### config.mk
export PLATFORM = sky130hd
export DESIGN_NAME = i2c_master_adc_read
export DESIGN_NICKNAME = d
export VERILOG_FILES = /design/src/sv/i2cr_pkg.sv /design/src/sv/i2cr_phase.sv /design/src/sv/i2c_master_adc_read.sv
export SDC_FILE = /design/constraint.sdc
export NUM_CORES = 1
export LEC_CHECK = 0
export ABC_AREA = 0
export BUFFER_PORTS_ARGS = -buffer_cell sky130_fd_sc_hd__buf_2
export CAP_MARGIN = 25
export CORE_UTILIZATION = 45
export DETAILED_ROUTE_END_ITERATION = 10
export SKIP_LAST_GASP = 1
export SYNTH_ARGS = -nofsm -noshare
export SYNTH_HDL_FRONTEND = slang
export SYNTH_SLANG_ARGS = --single-unit
### constraint.sdc
create_clock -name clk -period 5.1 [get_ports clk]
set_input_delay 0.255 -clock clk [delete_from_list [all_inputs] [get_ports clk]]
set_output_delay 0.255 -clock clk [all_outputs]
set_load 0.005 [all_outputs]
### src/sv/i2cr_pkg.sv
// ----------------------------------------------------------------------------
// i2cr_pkg
// Types and phase constants shared by the I2C register-read sequencer.
// ----------------------------------------------------------------------------
package i2cr_pkg;

    localparam int unsigned PHASE_W = 7;

    localparam logic [PHASE_W-1:0] PH_IDLE       = 7'd0;
    localparam logic [PHASE_W-1:0] PH_START_A    = 7'd1;
    localparam logic [PHASE_W-1:0] PH_START_B    = 7'd2;
    localparam logic [PHASE_W-1:0] PH_ADDRW_0    = 7'd3;
    localparam logic [PHASE_W-1:0] PH_ADDRW_N    = 7'd18;
    localparam logic [PHASE_W-1:0] PH_ACK1_LO    = 7'd19;
    localparam logic [PHASE_W-1:0] PH_ACK1_HI    = 7'd20;
    localparam logic [PHASE_W-1:0] PH_CTRL_0     = 7'd21;
    localparam logic [PHASE_W-1:0] PH_CTRL_N     = 7'd36;
    localparam logic [PHASE_W-1:0] PH_ACK2_LO    = 7'd37;
    localparam logic [PHASE_W-1:0] PH_ACK2_HI    = 7'd38;
    localparam logic [PHASE_W-1:0] PH_RS_A       = 7'd39;
    localparam logic [PHASE_W-1:0] PH_RS_B       = 7'd40;
    localparam logic [PHASE_W-1:0] PH_RS_C       = 7'd41;
    localparam logic [PHASE_W-1:0] PH_ADDRR_0    = 7'd42;
    localparam logic [PHASE_W-1:0] PH_ADDRR_N    = 7'd57;
    localparam logic [PHASE_W-1:0] PH_ACK3_LO    = 7'd58;
    localparam logic [PHASE_W-1:0] PH_ACK3_HI    = 7'd59;
    localparam logic [PHASE_W-1:0] PH_READ_0     = 7'd60;
    localparam logic [PHASE_W-1:0] PH_READ_N     = 7'd75;
    localparam logic [PHASE_W-1:0] PH_NACK_LO    = 7'd76;
    localparam logic [PHASE_W-1:0] PH_NACK_HI    = 7'd77;
    localparam logic [PHASE_W-1:0] PH_STOP_A     = 7'd78;
    localparam logic [PHASE_W-1:0] PH_STOP_B     = 7'd79;
    localparam logic [PHASE_W-1:0] PH_LAST       = 7'd80;

    localparam logic [6:0] DEV_ADDR_RESET = 7'd72;

    typedef struct packed {
        logic [PHASE_W-1:0] phase;
        logic [7:0]         tx_shift;
        logic [7:0]         rx_shift;
        logic [7:0]         ctrl_latched;
        logic               nack_flag;
        logic               scl_drive;
        logic               sda_drive;
    } seq_state_t;

    typedef struct packed {
        logic scl_level;
        logic sda_level;
        logic busy_res;
        logic done_res;
        logic [7:0] read_byte;
        logic addr_nack;
    } seq_result_t;

endpackage

### src/sv/i2cr_phase.sv
// ----------------------------------------------------------------------------
// i2cr_phase
// Next-state and result logic for one bus phase of the read sequencer.
// ----------------------------------------------------------------------------
module i2cr_phase (
    input  i2cr_pkg::seq_state_t  cur,
    input  logic [6:0]            device_address,
    input  logic                  action,
    input  logic [7:0]            ctrl_byte,
    input  logic                  sda_in,
    output i2cr_pkg::seq_state_t  nxt,
    output i2cr_pkg::seq_result_t res
);
    import i2cr_pkg::*;

    logic [PHASE_W-1:0] p;
    logic [PHASE_W-1:0] off_full;
    logic [3:0]         off;
    logic [7:0]         load;
    logic [7:0]         tx_cur;
    logic [7:0]         rx_cur;
    logic               busy;
    logic               done;

    always_comb
    begin
        nxt      = cur;
        busy     = 1'b0;
        done     = 1'b0;
        p        = cur.phase;
        off_full = '0;
        load     = '0;
        tx_cur   = cur.tx_shift;
        rx_cur   = cur.rx_shift;

        if (p == PH_IDLE && action)
        begin
            nxt.ctrl_latched = ctrl_byte;
            p = PH_START_A;
        end

        // segment base for byte phases
        case (p) inside
            [PH_ADDRW_0:PH_ADDRW_N]:
            begin
                off_full = p - PH_ADDRW_0;
                load     = {device_address, 1'b0};
            end
            [PH_CTRL_0:PH_CTRL_N]:
            begin
                off_full = p - PH_CTRL_0;
                load     = nxt.ctrl_latched;
            end
            [PH_ADDRR_0:PH_ADDRR_N]:
            begin
                off_full = p - PH_ADDRR_0;
                load     = {device_address, 1'b1};
            end
            [PH_READ_0:PH_READ_N]:
            begin
                off_full = p - PH_READ_0;
            end
            default:
            begin
                off_full = '0;
            end
        endcase
        off = off_full[3:0];

        if (off == 4'd0)
        begin
            tx_cur = load;
            rx_cur = '0;
        end

        if (p != PH_IDLE)
        begin
            busy = 1'b1;
            case (p) inside
                PH_START_A:
                begin
                    nxt.scl_drive = 1'b1;
                    nxt.sda_drive = 1'b1;
                end
                PH_START_B:
                begin
                    nxt.scl_drive = 1'b1;
                    nxt.sda_drive = 1'b0;
                end
                [PH_ADDRW_0:PH_ADDRW_N], [PH_CTRL_0:PH_CTRL_N], [PH_ADDRR_0:PH_ADDRR_N]:
                begin
                    if (!off[0])
                    begin
                        nxt.scl_drive = 1'b0;
                        nxt.sda_drive = tx_cur[7];
                        nxt.tx_shift  = tx_cur;
                    end
                    else
                    begin
                        nxt.scl_drive = 1'b1;
                        nxt.tx_shift  = {tx_cur[6:0], 1'b0};
                    end
                end
                PH_ACK1_LO, PH_ACK2_LO, PH_ACK3_LO, PH_RS_A, PH_NACK_LO:
                begin
                    nxt.scl_drive = 1'b0;
                    nxt.sda_drive = 1'b1;
                end
                PH_ACK1_HI, PH_ACK3_HI:
                begin
                    nxt.scl_drive = 1'b1;
                    nxt.sda_drive = 1'b1;
                    nxt.nack_flag = sda_in;
                end
                PH_ACK2_HI, PH_RS_B, PH_NACK_HI:
                begin
                    nxt.scl_drive = 1'b1;
                    nxt.sda_drive = 1'b1;
                end
                PH_RS_C:
                begin
                    nxt.scl_drive = 1'b1;
                    nxt.sda_drive = 1'b0;
                end
                [PH_READ_0:PH_READ_N]:
                begin
                    nxt.sda_drive = 1'b1;
                    if (!off[0])
                    begin
                        nxt.scl_drive = 1'b0;
                        nxt.rx_shift  = rx_cur;
                    end
                    else
                    begin
                        nxt.scl_drive = 1'b1;
                        nxt.rx_shift  = {rx_cur[6:0], sda_in};
                    end
                end
                PH_STOP_A:
                begin
                    nxt.scl_drive = 1'b0;
                    nxt.sda_drive = 1'b0;
                end
                PH_STOP_B:
                begin
                    nxt.scl_drive = 1'b1;
                    nxt.sda_drive = 1'b0;
                end
                default:
                begin
                    nxt.scl_drive = 1'b1;
                    nxt.sda_drive = 1'b1;
                end
            endcase

            if (p >= PH_LAST)
            begin
                done      = 1'b1;
                nxt.phase = PH_IDLE;
            end
            else
            begin
                nxt.phase = p + 7'd1;
            end
        end

        res.scl_level = nxt.scl_drive;
        res.sda_level = nxt.sda_drive;
        res.busy_res  = busy;
        res.done_res  = done;
        res.read_byte = nxt.rx_shift;
        res.addr_nack = nxt.nack_flag;
    end

endmodule

### src/sv/i2c_master_adc_read.sv
// ----------------------------------------------------------------------------
// i2c_master_adc_read
// I2C master sequencer for one register-read transaction, one bus phase per tick.
// ----------------------------------------------------------------------------
// Each accepted input transaction is one bus tick and produces exactly one
// registered output transaction; a tick is taken every cycle as long as
// the output side keeps up. A tick with tuser high while idle starts a read:
// start, address+W, control byte, repeated start, address+R, eight data bits,
// NACK, stop, 80 ticks in all. tlast marks the tick on which stop completes;
// read_byte is then valid and addr_nack reports the read-address acknowledge.
// The device address register (reset 72) should only be written while idle.
module i2c_master_adc_read (
    input  logic        clk,
    input  logic        rst_n,
    input  logic        cfg_we,
    input  logic [6:0]  cfg_wdata,      // device_address
    input  logic        s_tvalid,
    output logic        s_tready,
    input  logic [15:0] s_tdata,        // ctrl_byte[7:0], sda_in[8], zero pad
    input  logic        s_tuser,        // action
    output logic        m_tvalid,
    input  logic        m_tready,
    output logic [15:0] m_tdata,        // scl_level[0], sda_level[1], busy_res[2],
                                        // read_byte[10:3], addr_nack[11], zero pad
    output logic        m_tlast         // done_res
);
    import i2cr_pkg::*;

    seq_state_t  state_reg;
    seq_state_t  state_next;
    seq_result_t res_next;
    logic [6:0]  dev_addr_reg;
    logic        m_valid_reg;
    logic [15:0] m_tdata_reg;
    logic        m_tlast_reg;
    logic        accept;

    assign s_tready = !m_valid_reg || m_tready;
    assign accept   = s_tvalid && s_tready;
    assign m_tvalid = m_valid_reg;
    assign m_tdata  = m_tdata_reg;
    assign m_tlast  = m_tlast_reg;

    i2cr_phase u_phase (
        .cur            (state_reg),
        .device_address (dev_addr_reg),
        .action         (s_tuser),
        .ctrl_byte      (s_tdata[7:0]),
        .sda_in         (s_tdata[8]),
        .nxt            (state_next),
        .res            (res_next)
    );

    always_ff @(posedge clk or negedge rst_n)
    begin
        if (!rst_n)
        begin
            dev_addr_reg          <= DEV_ADDR_RESET;
            state_reg.phase       <= PH_IDLE;
            state_reg.tx_shift    <= '0;
            state_reg.rx_shift    <= '0;
            state_reg.ctrl_latched <= '0;
            state_reg.nack_flag   <= 1'b0;
            state_reg.scl_drive   <= 1'b1;
            state_reg.sda_drive   <= 1'b1;
            m_valid_reg           <= 1'b0;
        end
        else
        begin
            if (cfg_we)
            begin
                dev_addr_reg <= cfg_wdata;
            end
            if (accept)
            begin
                state_reg   <= state_next;
                m_valid_reg <= 1'b1;
            end
            else if (m_tready)
            begin
                m_valid_reg <= 1'b0;
            end
        end
    end

    always_ff @(posedge clk)
    begin
        if (accept)
        begin
            m_tdata_reg <= {4'd0, res_next.addr_nack, res_next.read_byte,
                            res_next.busy_res, res_next.sda_level, res_next.scl_level};
            m_tlast_reg <= res_next.done_res;
        end
    end

endmodule

==> impl_metrics.yaml <==
worst_setup_path:
  rr_startpoint: "state_reg[29]"
  crit_chain: "inv_1 -> ha_1 -> nor4bb_1 -> nand2_1 -> nand2_1 -> inv_1 -> ha_1 -> a21o_1 -> o31a_1 -> or4b_4 -> or2_4 -> a21oi_2 -> o21ai_0"
  worst-endpoint-arrival_ns: 4.26
  cp_max_fo: 8
  critPathMaxStageDelay_ns: 0.60
  crit_family: "simple AND/OR/NAND/NOR gates"
  reg2reg_to: "m_tdata[5]"
  cpMaxStageDelayCell: "or4b_4"
  cp.buffers_inverters: 2
  crit_type: "reg2reg"
  crit_required_ns: 5.16
  worst_setup_path_end_kind: "register"
  reg2reg_depth: 13
  start_kind: "register"
  r2r_setup_slack_ns: 0.90
sta:
  clock.fmax_mhz: 238.0
  setup_viol: 0
  finalClockSkew_ns: 0.005545
  drv_slew: 0
  hold_viol_final: 0
  setup_tns_ns: 0
  worst_pin_slew_ns: 0.7039
  maxSlewHeadroom: 0.5267
  period_minus_slack_ns: 4.202
  rsz0062_at_grt: "no"
  fin_crit_sh: 0.8240
yosys:
  synth_top_area_frac: 0.2721
  ys_warn_count: 0
  synth_area_um2: 3495
  yosysUniqueCellTypes: 68
  synth.ff_latch_count: 55
  avgSynthCellArea_um2: 9.294
  synthTopCellsByArea: "dfrtp_1 27%, edfxtp_1 11%, o21ai_0 5.9%"
  synthFlopType: "dfrtp_1"
  synth_common_cells: "41 x o21ai_0, 40 x nand2_1, 38 x dfrtp_1, 25 x inv_1, 20 x nand3_1"
  synth_most_common_cell: "o21ai_0"
  seq_area_frac_synth: 0.4139
  synthCells: 376
  async_flop_share: 0.7636
  yosysTopAreaCell: "dfrtp_1"
  synth_edf_count: 13
placed_design:
  hpwl_um: 5827
  gp_congestion: 0.9271
  placed_area_um2: 3775
  portBuffers: 36
floorplan:
  start_util: 0.4742
  rows: 31
  io_pins: 48
  die_h_um: 90.13
  chipWidth_um: 90.13
  die-area_um2: 8123
  core_um2: 7370
drt:
  dr.max_layer_used: "met4"
  wl_met2_um: 3743
  ant_nets: 0
  wl_met1_um: 3781
  firstDrtPassIters: 4
  wl_per_cell_um: 15.94
  wl_um: 8163
  dr_wl_met3_um: 395
  drt-initial-drc-count: 218
  dr_total_vias: 2970
  drc_errors: 0
  viasPerCell: 5.801
worst_hold_path:
  min_to: "m_tvalid"
  hold_depth: 2
  min-delay-start: "s_tvalid"
  hp-class: "in2reg"
global_route:
  grt-ovfl-total: 0
  grt_first_pass_wirelength_um: 13910
  grt_usage: 0.2107
  antenna_found_initial: 0
  grt_pass1_vias: 2887
  grt_max_degree: 43
clocking:
  cts_tree: "yes"
  clkSinkCount: 55
  htree_levels: 2
  path_clk_slew_ns: 0.10
  clk_path_buf_depth: 2
  cts_setup_buffers: 0
  worstSkewPairLatency_ns: 0.31
  cts_buffers: 5
  root_buffer: "clkbuf_8"
final_layout:
  area_growth_pct: 11.53
  nNetsFinal: 451
  fin_area_um2: 3897
  largest_reg_flops: 34
  antennaDiodeCount: 0
  fin_util: 0.5289
  drive_gt1_frac: 0.2276
power_and_ir_drop:
  powerDensity_nw_per_um2: 521.6
  peakVddDrop_uv: 224.5
  power_leakage_nw: 1.618
outcome:
  status: "complete, no violations"
flow_run:
  drv_cap: 0
timing repair:
action / 4_1_cts / 5_1_grt
hold endpoints to repair: 0 / 12
hold buffers: 0 / 1
resized for setup: 0 / 0
worst max-delay path by stage:
stage,start,slack [ns],depth (start not counted),endpoint
final,state_reg[29],0.90,13,m_tdata[5]
after floorplan,state_reg[30],1.20,16,m_tdata[10]
after detailed placement,state_reg[29],0.96,13,m_tdata[5]
after global routing,state_reg[29],0.59,13,m_tdata[5]
after CTS,state_reg[29],0.91,13,m_tdata[5]
after global placement,state_reg[29],0.99,13,m_tdata[8]
report_power, final:
group	total [W]	internal [W]	switching, W
sequential	0.000667	0.000608	0.0000596
clock	0.000244	0.0000984	0.000145
combinational	0.00112	0.000426	0.000696
cell families after synthesis:
family / after synthesis / synth area share
AOI/OAI and AO/OA: 112 / 0.2195
xor gates and xnor gates: 2 / 0.005013
adders and majority gates: 10 / 0.03580
buffers and inverters: 50 / 0.06373
DFF: 55 / 0.4139
muxes: 25 / 0.07698
other: 1 / 0.001073
and+or+nand+nor: 121 / 0.1840
layout by cell type, fill, tap and decap left out, types with 5 or more instances in the layout:
cell / synthesis / routed
nor2_1: 13 / 13
buf_4: 4 / 12
edfxtp_1: 13 / 13
mux2_2: 15 / 15
mux2i_1: 10 / 10
clkbuf_8: 0 / 5
buf_2: 4 / 36
nand2_1: 40 / 40
ha_1: 10 / 10
dfrtp_1: 38 / 38
a21oi_1: 16 / 16
nand4_1: 10 / 10
inv_1: 25 / 25
nor3_1: 6 / 6
o21ai_0: 41 / 41
nand3_1: 20 / 20
nand2b_1: 7 / 7
o211ai_1: 12 / 12
layer usage:
metal / global-route usage / vias up
li1: - / 1443
met1: 0.2828 / 1415
met2: 0.3359 / 90
met3: 0.03384 / 22
met4: 0.09274 / 0
met5: 0 / -
metrics by stage:
stage	cells	hold slack (ns)	worst slack [ns]	total power, W
2_1_floorplan	379	-0.04059	1.199	0.001511
3_3_place_gp	502	0.4595	0.9897	0.001775
3_5_place_dp	502	0.4592	0.9564	0.001783
4_1_cts	510	0.1256	0.9119	0.002036
5_1_grt	512	0.1457	0.5888	0.002192
6_report	512	0.1521	0.8976	0.002033
worst reg2reg max path: stages, from the launching register on:
cell and delay (ns):
dfrtp_1 0.39, inv_1 0.13, ha_1 0.21, nor4bb_1 0.47
nand2_1 0.25, nand2_1 0.20, inv_1 0.08, ha_1 0.31
a21o_1 0.22, o31a_1 0.36, or4b_4 0.60, or2_4 0.29
a21oi_2 0.29, o21ai_0 0.14
cell type report:
class / instances / area [um2]
Tap cell: 99 / 123.9
Clock buffer: 5 / 68.82
Timing Repair Buffer: 50 / 300.3
Clock inverter: 3 / 23.77
Multi-Input combinational cell: 274 / 1837
Sequential cell: 55 / 1446
Inverter: 26 / 97.59
Fill cell: 737 / 3472
No activity file was read; power rests on OpenSTA's default activity.
